`src/hw/rtl/qdec_pkg.sv`:
```
// Shared types, constants and the quadrature transition table of the encoder decoder.
package qdec_pkg;

   localparam int unsigned TIME_W   = 32;
   localparam int unsigned COUNT_W  = 32;
   localparam int unsigned STEP_W   = 9;
   localparam int unsigned FAST_W   = 8;
   localparam int unsigned ACC_W    = 4;
   localparam int unsigned CSR_IDX_W = 2;
   localparam int unsigned CSR_DATA_W = 32;

   localparam int unsigned REQ_DATA_W = 40;
   localparam int unsigned RSP_DATA_W = 48;

   // Two entries keep ready high while the unstalled back end pops one item a cycle.
   localparam int unsigned Q_DEPTH = 2;
   localparam int unsigned Q_PTR_W = 1;
   localparam int unsigned Q_CNT_W = 2;

   localparam logic [CSR_IDX_W-1:0] REG_DEBOUNCE  = 2'd0;
   localparam logic [CSR_IDX_W-1:0] REG_PAUSE     = 2'd1;
   localparam logic [CSR_IDX_W-1:0] REG_FAST_STEP = 2'd2;

   localparam logic [TIME_W-1:0] DEBOUNCE_RESET  = 32'd200;
   localparam logic [TIME_W-1:0] PAUSE_RESET     = 32'd500;
   localparam logic [FAST_W-1:0] FAST_STEP_RESET = 8'd10;

   localparam logic [1:0] AB_RESET = 2'b11;

   localparam logic signed [ACC_W-1:0] ACC_HI = 4'sd3;
   localparam logic signed [ACC_W-1:0] ACC_LO = -4'sd3;

   typedef enum logic {
      KIND_SAMPLE = 1'b0,
      KIND_CLEAR  = 1'b1
   } qdec_kind_type;

   typedef struct packed {
      qdec_kind_type     kind;
      logic [1:0]        ab;       // A in bit 1, B in bit 0
      logic [TIME_W-1:0] time_us;
   } qdec_item_type;

   typedef struct packed {
      logic [TIME_W-1:0] debounce_us;
      logic [TIME_W-1:0] pause_us;
      logic [FAST_W-1:0] fast_step;
   } qdec_cfg_type;

   // Index is previous AB in the high bits and new AB in the low bits.
   function automatic logic signed [1:0] quad_value(input logic [3:0] idx);
      logic signed [1:0] val;
      case (idx)
         4'h1, 4'h7, 4'h8, 4'he: val = -2'sd1;
         4'h2, 4'h4, 4'hb, 4'hd: val = 2'sd1;
         default:                val = 2'sd0;
      endcase
      return val;
   endfunction

endpackage

```
`src/hw/rtl/qdec_front.sv`:
```
// Front end: accepts request transfers, classifies them and queues them for the back end.
module qdec_front (
   input  logic                                clock,
   input  logic                                reset,
   input  logic                                req_tvalid,
   output logic                                req_tready,
   input  logic [qdec_pkg::REQ_DATA_W-1:0]     req_tdata,
   input  logic                                req_tuser,
   output logic                                q_valid,
   output qdec_pkg::qdec_item_type             q_item,
   input  logic                                q_pop
);
   import qdec_pkg::*;

   qdec_item_type        entry_ff [Q_DEPTH];
   logic [Q_PTR_W-1:0]   wr_ptr_ff, wr_ptr_in;
   logic [Q_PTR_W-1:0]   rd_ptr_ff, rd_ptr_in;
   logic [Q_CNT_W-1:0]   cnt_ff, cnt_in;
   logic                 push;
   qdec_item_type        item;

   assign req_tready = (cnt_ff != Q_CNT_W'(Q_DEPTH));
   assign push       = req_tvalid && req_tready;

   always_comb begin
      item.kind    = qdec_kind_type'(req_tuser);
      item.ab      = {req_tdata[0], req_tdata[1]};
      item.time_us = req_tdata[TIME_W+1:2];
   end

   always_comb begin
      wr_ptr_in = push ? wr_ptr_ff + 1'b1 : wr_ptr_ff;
      rd_ptr_in = q_pop ? rd_ptr_ff + 1'b1 : rd_ptr_ff;
      cnt_in    = cnt_ff;
      if (push && !q_pop) begin
         cnt_in = cnt_ff + Q_CNT_W'(1);
      end else if (!push && q_pop) begin
         cnt_in = cnt_ff - Q_CNT_W'(1);
      end
   end

   always_ff @(posedge clock) begin
      if (reset) begin
         wr_ptr_ff <= '0;
         rd_ptr_ff <= '0;
         cnt_ff    <= '0;
      end else begin
         wr_ptr_ff <= wr_ptr_in;
         rd_ptr_ff <= rd_ptr_in;
         cnt_ff    <= cnt_in;
      end
   end

   always_ff @(posedge clock) begin
      if (push) begin
         entry_ff[wr_ptr_ff] <= item;
      end
   end

   assign q_valid = (cnt_ff != '0);
   assign q_item  = entry_ff[rd_ptr_ff];

   a_cnt_bound: assert property (@(posedge clock) disable iff (reset)
      cnt_ff <= Q_CNT_W'(Q_DEPTH))
      else $error("queue fill count exceeds depth");

endmodule

```
`src/hw/rtl/qdec_back.sv`:
```
// Back end: debounce check, transition decode, detent accumulation and the position counter.
module qdec_back (
   input  logic                                clock,
   input  logic                                reset,
   input  qdec_pkg::qdec_cfg_type              cfg,
   input  logic                                q_valid,
   input  qdec_pkg::qdec_item_type             q_item,
   output logic                                q_pop,
   output logic                                rsp_tvalid,
   input  logic                                rsp_tready,
   output logic [qdec_pkg::RSP_DATA_W-1:0]     rsp_tdata
);
   import qdec_pkg::*;

   logic [1:0]               prev_ab_ff, prev_ab_in;
   logic signed [ACC_W-1:0]  accum_ff, accum_in;
   logic [TIME_W-1:0]        last_accept_ff, last_accept_in;
   logic [TIME_W-1:0]        last_up_ff, last_up_in;
   logic [TIME_W-1:0]        last_down_ff, last_down_in;
   logic [COUNT_W-1:0]       position_ff, position_in;

   logic                     rsp_valid_ff, rsp_valid_in;
   logic [COUNT_W-1:0]       rsp_count_ff;
   logic signed [STEP_W-1:0] rsp_step_ff;
   logic                     rsp_acc_ff;

   logic [TIME_W-1:0]        gap_accept, gap_up, gap_down;
   logic                     pass, go_up, go_down, fast;
   logic signed [ACC_W-1:0]  acc_sum;
   logic [FAST_W-1:0]        mag;
   logic signed [STEP_W-1:0] step;

   assign q_pop = q_valid && (!rsp_valid_ff || rsp_tready);

   always_comb begin
      gap_accept = q_item.time_us - last_accept_ff;
      gap_up     = q_item.time_us - last_up_ff;
      gap_down   = q_item.time_us - last_down_ff;
      pass       = (q_item.kind == KIND_SAMPLE) && (gap_accept > cfg.debounce_us);
      acc_sum    = accum_ff + ACC_W'(quad_value({prev_ab_ff, q_item.ab}));
      go_up      = pass && (acc_sum > ACC_HI);
      go_down    = pass && !go_up && (acc_sum < ACC_LO);
      fast       = go_up ? (gap_up < cfg.pause_us) : (gap_down < cfg.pause_us);
      mag        = fast ? cfg.fast_step : FAST_W'(1);
      if (go_up) begin
         step = $signed({1'b0, mag});
      end else if (go_down) begin
         step = -$signed({1'b0, mag});
      end else begin
         step = '0;
      end
   end

   always_comb begin
      prev_ab_in     = prev_ab_ff;
      accum_in       = accum_ff;
      last_accept_in = last_accept_ff;
      last_up_in     = last_up_ff;
      last_down_in   = last_down_ff;
      position_in    = position_ff;
      if (q_pop) begin
         if (q_item.kind == KIND_CLEAR) begin
            position_in = '0;
         end else if (pass) begin
            prev_ab_in     = q_item.ab;
            last_accept_in = q_item.time_us;
            accum_in       = (go_up || go_down) ? '0 : acc_sum;
            position_in    = position_ff + {{(COUNT_W-STEP_W){step[STEP_W-1]}}, step};
            if (go_up) begin
               last_up_in = q_item.time_us;
            end
            if (go_down) begin
               last_down_in = q_item.time_us;
            end
         end
      end
   end

   always_comb begin
      rsp_valid_in = rsp_valid_ff;
      if (q_pop) begin
         rsp_valid_in = 1'b1;
      end else if (rsp_tready) begin
         rsp_valid_in = 1'b0;
      end
   end

   always_ff @(posedge clock) begin
      if (reset) begin
         prev_ab_ff     <= AB_RESET;
         accum_ff       <= '0;
         last_accept_ff <= '0;
         last_up_ff     <= '0;
         last_down_ff   <= '0;
         position_ff    <= '0;
         rsp_valid_ff   <= 1'b0;
      end else begin
         prev_ab_ff     <= prev_ab_in;
         accum_ff       <= accum_in;
         last_accept_ff <= last_accept_in;
         last_up_ff     <= last_up_in;
         last_down_ff   <= last_down_in;
         position_ff    <= position_in;
         rsp_valid_ff   <= rsp_valid_in;
      end
   end

   always_ff @(posedge clock) begin
      if (q_pop) begin
         rsp_count_ff <= position_in;
         rsp_step_ff  <= step;
         rsp_acc_ff   <= pass;
      end
   end

   assign rsp_tvalid = rsp_valid_ff;
   assign rsp_tdata  = {{(RSP_DATA_W-COUNT_W-STEP_W-1){1'b0}}, rsp_acc_ff, rsp_step_ff,
                        rsp_count_ff};

   a_accum_range: assert property (@(posedge clock) disable iff (reset)
      (accum_ff >= ACC_LO) && (accum_ff <= ACC_HI))
      else $error("detent accumulator left its range");

   a_step_needs_accept: assert property (@(posedge clock) disable iff (reset)
      rsp_valid_ff && (rsp_step_ff != '0) |-> rsp_acc_ff)
      else $error("step reported for a sample that was not accepted");

   a_clear_zero: assert property (@(posedge clock) disable iff (reset)
      q_pop && (q_item.kind == KIND_CLEAR) |=> (rsp_count_ff == '0) && !rsp_acc_ff)
      else $error("clear command did not report a zero count");

endmodule

```
`src/hw/rtl/quadrature_decoder_accel_top.sv`:
```
// Top level of the quadrature encoder decoder: settings registers, front and back ends.
//
// Requests arrive on the req_ channel, one transfer per pin-change sample or counter
// clear (req_tuser high). Every request produces exactly one response on the rsp_
// channel carrying the position count after that request, the step applied and
// whether the sample passed the debounce interval.
// A request taken is registered in the queue and then in the output register before
// it is offered as a response. Throughput is one request per cycle while the receiver
// does not stall; the whole state update (debounce subtract and compare, table lookup,
// detent add, pause compare and counter add) is done combinationally in the back end.
// A two-entry queue separates the front and the back end, and the response sits in
// an output register. When the receiver stalls, the output register holds its value,
// the queue fills and req_tready drops once both entries are taken.
// Settings are written through csr_ at any edge with csr_we high; writes to index
// three are ignored. Write them only while no request is in flight.
// Synchronous reset restores the default settings (debounce 200, pause 500, fast step
// 10), sets the previous AB pair to both high, clears the counter, the timestamps and
// the detent accumulator, and empties the queue and the output register.
module quadrature_decoder_accel_top (
   input  logic                                 clock,
   input  logic                                 reset,
   input  logic                                 req_tvalid,
   output logic                                 req_tready,
   // a_level [0], b_level [1], time_us [33:2], zero fill [39:34]
   input  logic [qdec_pkg::REQ_DATA_W-1:0]      req_tdata,
   // kind [0]
   input  logic                                 req_tuser,
   output logic                                 rsp_tvalid,
   input  logic                                 rsp_tready,
   // count [31:0], step_applied [40:32], accepted [41], zero fill [47:42]
   output logic [qdec_pkg::RSP_DATA_W-1:0]      rsp_tdata,
   input  logic                                 csr_we,
   input  logic [qdec_pkg::CSR_IDX_W-1:0]       csr_addr,
   input  logic [qdec_pkg::CSR_DATA_W-1:0]      csr_wdata
);
   import qdec_pkg::*;

   qdec_cfg_type  cfg_ff, cfg_in;
   logic          q_valid;
   logic          q_pop;
   qdec_item_type q_item;

   always_comb begin
      cfg_in = cfg_ff;
      if (csr_we) begin
         case (csr_addr)
            REG_DEBOUNCE:  cfg_in.debounce_us = csr_wdata;
            REG_PAUSE:     cfg_in.pause_us    = csr_wdata;
            REG_FAST_STEP: cfg_in.fast_step   = csr_wdata[FAST_W-1:0];
            default:       cfg_in = cfg_ff;
         endcase
      end
   end

   always_ff @(posedge clock) begin
      if (reset) begin
         cfg_ff.debounce_us <= DEBOUNCE_RESET;
         cfg_ff.pause_us    <= PAUSE_RESET;
         cfg_ff.fast_step   <= FAST_STEP_RESET;
      end else begin
         cfg_ff <= cfg_in;
      end
   end

   qdec_front u_front (
      .clock      (clock),
      .reset      (reset),
      .req_tvalid (req_tvalid),
      .req_tready (req_tready),
      .req_tdata  (req_tdata),
      .req_tuser  (req_tuser),
      .q_valid    (q_valid),
      .q_item     (q_item),
      .q_pop      (q_pop)
   );

   qdec_back u_back (
      .clock      (clock),
      .reset      (reset),
      .cfg        (cfg_ff),
      .q_valid    (q_valid),
      .q_item     (q_item),
      .q_pop      (q_pop),
      .rsp_tvalid (rsp_tvalid),
      .rsp_tready (rsp_tready),
      .rsp_tdata  (rsp_tdata)
   );

endmodule

```
`config.mk`:
```
export PLATFORM = sky130hd
export DESIGN_NAME = quadrature_decoder_accel_top
export DESIGN_NICKNAME = d
export VERILOG_FILES = /design/src/hw/rtl/qdec_pkg.sv /design/src/hw/rtl/qdec_front.sv /design/src/hw/rtl/qdec_back.sv /design/src/hw/rtl/quadrature_decoder_accel_top.sv
export SDC_FILE = /design/constraint.sdc
export NUM_CORES = 1
export LEC_CHECK = 0
export ABC_AREA = 1
export BUFFER_PORTS_ARGS = -buffer_cell sky130_fd_sc_hd__buf_2
export CAP_MARGIN = 20
export CORE_MARGIN = 4
export CORE_UTILIZATION = 40
export DETAILED_ROUTE_END_ITERATION = 12
export PLACE_DENSITY = 0.64
export SETUP_SLACK_MARGIN = 0.02
export SYNTH_ARGS = -nofsm -noshare
export SYNTH_HDL_FRONTEND = slang
export SYNTH_SLANG_ARGS = --single-unit
```
`constraint.sdc`:
```
create_clock -name clock -period 19.7 [get_ports clock]
set_clock_uncertainty 0.15 [all_clocks]
set_input_delay 0.985 -clock clock [delete_from_list [all_inputs] [get_ports clock]]
set_output_delay 0.985 -clock clock [all_outputs]
set_load 0.05 [all_outputs]
```
==> flow_summary.ini, run 1 <==
[critical_path]
crit_path_end_kind = flop
cp_common_cell = nand2_1
cp_num_buf_inv = 5
crit_type = reg2reg
crit_path_max_fanout = 38
cpMaxStageDelayCell = inv_1
crit_family = compound AO/OA/AOI/OAI gates
cp_slowest_stage_delay_ps = 660
arrival_ps = 9550
critical_path.startpoint_type = flop
critical_path_required_ps = 19840

[logic_synthesis]
synth_mux_area_share_pct = 1.77
syn-instance-count = 2512
postSynth.asyncResetShare_pct = 0
ys.flop_type = dfxtp_1
synth-simple-area-share_pct = 13.5
synth_xor_area_share_pct = 5.04
avgSynthCellArea_um2 = 8.09
yosysMostFrequentCell = a21oi_1
netlist_top_cells_area = dfxtp_1 (21%), edfxtp_1 (17%), ha_1 (14%)
synth_top_family_by_area = compound AO/OA/AOI/OAI gates
seq_area_frac_synth_pct = 37.4
synth_commonest_cells = a21oi_1 (387), nand2_1 (376), inv_1 (312)
synth_fa_ha_area_share_pct = 14.6
synth_cell_type_count = 54
yosysTopAreaCell = dfxtp_1
yosys_warnings = 0
synth_edf_count = 112
synth-compound-area-share_pct = 20.1
synth_top_area_share_pct = 20.9
ys_ff_latch = 324
syn_area_mm2 = 0.0203

[floorplanning]
io-pin-count = 130
dieWidth_um = 233
start_util_pct = 40.5
die_area_mm2 = 0.0545
core_area_mm2 = 0.0502
rows = 82
die_h_um = 233

[clocking]
post_cts_buffers = 0
ctsRootBufferMaster = clkbuf_16
cts_tree = done
htree_levels = 2
cts.path.max_buffers = 3
ctsHoldBuffers = 0
clk_pin_slew_ps = 60
numCtsBuffers = 39
clock_latency_ps = 550
cts_sinks = 324
cts_resized = 0

[timing]
fin_crit_sh_pct = 47.8
tns_ps = 0
fin_crit_ps = 9410
final_hold_viol_count = 0
rsz0062_at_grt = no
setup_violations = 0
slew_headroom_pct = 35.9
tightest_slew_ps = 962
max_freq_mhz = 106
slew_violations = 0

[cells_and_area]
drive_above_1_share_pct = 10.6
fill_cells = 4863
finalNetCount = 2928
area_delta_synth_final_pct = 13.1

[routing]
wl_per_cell_um = 15.1
drtIter0Drc = 893
ant_nets = 0
drtPass1Iterations = 5
drc = 0
routed_wl_um = 50100
vias = 17023
via_per_inst = 5.13

[outcome]
status = finished, final reports clean

[global_routing]
grt_usage_pct = 18.2
antenna_found_initial = 1
grt_pass1_vias = 16367
grt_max_degree = 99
overflow = 0
grt_pass1_wl_um = 81000

[placement]
finalWeightedCongestion = 0.886
portBuffers = 117
dp_hpwl_um = 37500

[hold_path]
hp-class = reg2reg

[flow_run]
maxCapViolations = 0
registers in the layout, summed over array words and instances, names as in the netlist, 2 cells and up, named ones only:
signal and cells:
cfg_ff 72, u_front.entry_ff 70, u_back.last_accept_ff 32, u_back.last_down_ff 32, u_back.last_up_ff 32, u_back.position_ff 32
u_back.rsp_count_ff 32, u_back.rsp_step_ff 9, u_back.accum_ff 4, u_back.prev_ab_ff 2, u_front.cnt_ff 2
per-stage QoR:
step / area (um^2) / instances / hold WS, ps / worst slack [ps] / utilization (%)
6_report: 23000 / 3316 / 306 / 10290 / 45.8
3_3_place_gp: 21600 / 3240 / 280 / 9890 / 43.0
2_1_floorplan: 20300 / 2517 / 276 / 12360 / -
3_5_place_dp: 21600 / 3241 / 295 / 9710 / 43.0
5_1_grt: 23000 / 3315 / 323 / 9510 / 45.8
4_1_cts: 22900 / 3312 / 306 / 9680 / 45.7
final timing paths:
kind                startpoint                       to  slack, ps  depth (start not counted)
max reg2reg               flop  u_back.rsp_count_ff[22]      10290                         43
min          u_front.rd_ptr_ff                     flop        310                          1
max                       flop  u_back.rsp_count_ff[22]      10290                         43
min reg2reg  u_front.rd_ptr_ff                     flop        310                          1
area by class of cell:
type	instances	area (um^2)	area share, %
antenna	1	2.50	0.0109
clock buffer	48	1050	4.58
clock inverter	23	278	1.21
inverter	319	1200	5.21
multi-input combinational	1797	11300	49.0
sequential	324	7610	33.1
tap	672	841	3.66
timing repair buffer	132	756	3.29
cell families (layout without fill, tap and decap cells):
kind of cell / after synthesis / in the layout
xor gates and xnor gates: 117 / 117
DFF: 324 / 324
AOI/OAI and AO/OA: 758 / 758
other: 1 / 7
adders and majority gates: 235 / 235
muxes: 32 / 32
and+or+nand+nor: 649 / 649
buffers and inverters: 396 / 522
worst register-to-register path: cells and delay by family, from the launching register on:
kind | cells | cell delay [ps]
AND/OR/NAND/NOR | 17 | 1730
XOR/XNOR | 2 | 300
multiplexers | 1 | 660
AO/OA/AOI/OAI | 13 | 3010
adder cells (fa/ha/maj) | 5 | 1640
flip-flops | 1 | 310
buffers and inverters | 5 | 1340
layout by cell type, fill, tap and decap left out, types with 39 or more instances in the layout:
master / instances
inv_1: 311
dfxtp_1: 211
nor2_1: 154
a21oi_1: 387
nand2_1: 375
xor2_1: 78
ha_1: 230
nand3_1: 43
buf_2: 117
o21ai_0: 228
clkbuf_16: 41
edfxtp_1: 112
xnor2_1: 39
routing by layer:
| metal | routed length [um] | part of all wire, % | track usage, % | up-vias |
|---|---|---|---|---|
| met3 | 2420 | 4.8 | 2.65 | 94 |
| met4 | 1500 | 3.0 | 6.29 | 2 |
| li1 | - | - | - | 8781 |
| met2 | 23000 | 46 | 30.9 | 362 |
| met1 | 23200 | 46 | 23.8 | 7784 |
| met5 | 13 | 0.026 | 0 | - |
Power of run 1 is not shown: default switching activity piles up to over one toggle a cycle in this logic, so the estimate is an artifact.
==> inputs of run 2 (changes only) <==
clock period = 8.92 ns   (was 19.7 ns; I/O delays follow)
==> run 2 against run 1 <==
- design area up 2.0%
- final cell count up 1.3%
- worst hold slack worse by 270 ps
- core utilization up 0.91 points
- sequential share of layout area down 0.63 points
- setup slack worse by 9600 ps
- die area unchanged
- critical path depth up 1
- critical endpoint is now u_back.rsp_count_ff[28]
- largest cell class unchanged
==> flow_summary.ini, run 2 (synthesized netlist as in run 1, its figures left out) <==
[timing]
setup_violations = 0
slew_violations = 0
tns_ps = 0
rsz0062_at_grt = no
fin_crit_sh_pct = 91.8
fin_crit_ps = 8190
slew_headroom_pct = 30.9
max_freq_mhz = 122
final_hold_viol_count = 0
tightest_slew_ps = 1030

[clocking]
clock_latency_ps = 550
ctsRootBufferMaster = clkbuf_16
numCtsBuffers = 39
clk_pin_slew_ps = 60
htree_levels = 2
cts_sinks = 324
cts.path.max_buffers = 3
cts_tree = done

[cells_and_area]
reg_top3 = cfg_ff: 72 flops, u_front.entry_ff: 70 flops
final_cells = 3360
layout_common_cells = a21oi_1 (385), nand2_1 (375), inv_1 (310), ha_1 (230), o21ai_0 (228)
layout_commonest_cell = a21oi_1
fin_area_mm2 = 0.0235
top_register = cfg_ff
drive_above_1_share_pct = 10.8
finalNetCount = 2972
largest_reg_flops = 72
utilization_pct = 46.7
area_delta_synth_final_pct = 15.3

[critical_path]
crit_type = reg2reg
crit_path_max_fanout = 16
critical_path.startpoint_type = flop
crit_family = simple AND/OR/NAND/NOR gates
arrival_ps = 8320
cpMaxStageDelayCell = dfxtp_4
cp_num_buf_inv = 4
crit_path_end_kind = flop
critical_path_required_ps = 9040
regToRegSetupSlack_ps = 730
cp_slowest_stage_delay_ps = 510
cp_common_cell = nand2_1

[floorplanning]
start_util_pct = 40.5
dieWidth_um = 233
die_h_um = 233
rows = 82
die_area_mm2 = 0.0545
io-pin-count = 130
core_area_mm2 = 0.0502

[global_routing]
grt_pass1_vias = 16737
grt_max_degree = 108
grt_usage_pct = 19.0
antenna_found_initial = 1
met1_usage_pct = 25.2
overflow = 0
grt_util_met3_pct = 2.49
grt_use_met2_pct = 32.3
grt_pass1_wl_um = 84500
busiest_layer = met2

[routing]
via_per_inst = 5.18
ant_nets = 0
drtIter0Drc = 946
wl_per_cell_um = 15.6
vias = 17414
drtPass1Iterations = 5
drc = 0
routed_wl_um = 52400

[placement]
finalWeightedCongestion = 0.906
dp.cells = 3250
placed_area_mm2 = 0.0217
portBuffers = 117
dp_hpwl_um = 39000

[outcome]
status = finished, final reports clean

[hold_path]
hp-class = in2reg

[flow_run]
maxCapViolations = 0
[run 2: changes by cell type in the layout (fill, tap and decap cells not counted), moves of 3 or more]
cell and delta:
buf_4 +8, clkbuf_8 +3, clkinv_2 -5, dlygate4sd3_1 +36
[run 2: final timing paths]
check / startpoint / end / cells after the start
hold reg to reg: u_back.last_up_ff[9] / u_back.last_up_ff[9] / 2
setup reg to reg: flop / u_back.rsp_count_ff[28] / 44
setup / recovery: flop / u_back.rsp_count_ff[28] / 44
hold / removal: csr_wdata[17] / cfg_ff[25] / 3
[run 2: worst min-delay path: cells and delay by family]
kind | cells | cell delay (ps)
AOI/OAI and AO/OA | 2 | 170
buffers and inverters | 1 | 80
[run 2: timing repair]
item | 4_1_cts | 5_1_grt
endpoints found under the hold margin | 71 | 0
hold buffers | 36 | 0
setup endpoints to repair | 0 | 28
setup buffers | 0 | 1
resized for setup | 0 | 6
[run 2: routing by layer]
| layer | vias up | routed length [um] |
|---|---|---|
| met4 | 2 | 1360 |
| met2 | 352 | 24600 |
| met3 | 91 | 2340 |
| met1 | 8108 | 24100 |
| li1 | 8861 | - |
| met5 | - | 13 |
[run 2: area by class of cell]
cell class	instances	area [um^2]
Multi-Input combinational cell	1797	11300
Inverter	319	1200
Antenna cell	1	2.50
Clock inverter	19	253
Fill cell	4852	26700
Sequential cell	324	7610
Timing Repair Buffer	176	1170
Clock buffer	52	1100
Tap cell	672	841
[run 2: metrics by stage]
step                hold slack, ps  setup WS [ps]
finish                        40.5            728
global route                  40.6           59.7
CTS                           13.0            350
detailed placement             301            381
global placement               281            451
floorplan                      276           1580
Power of run 2 is left out for the same reason.
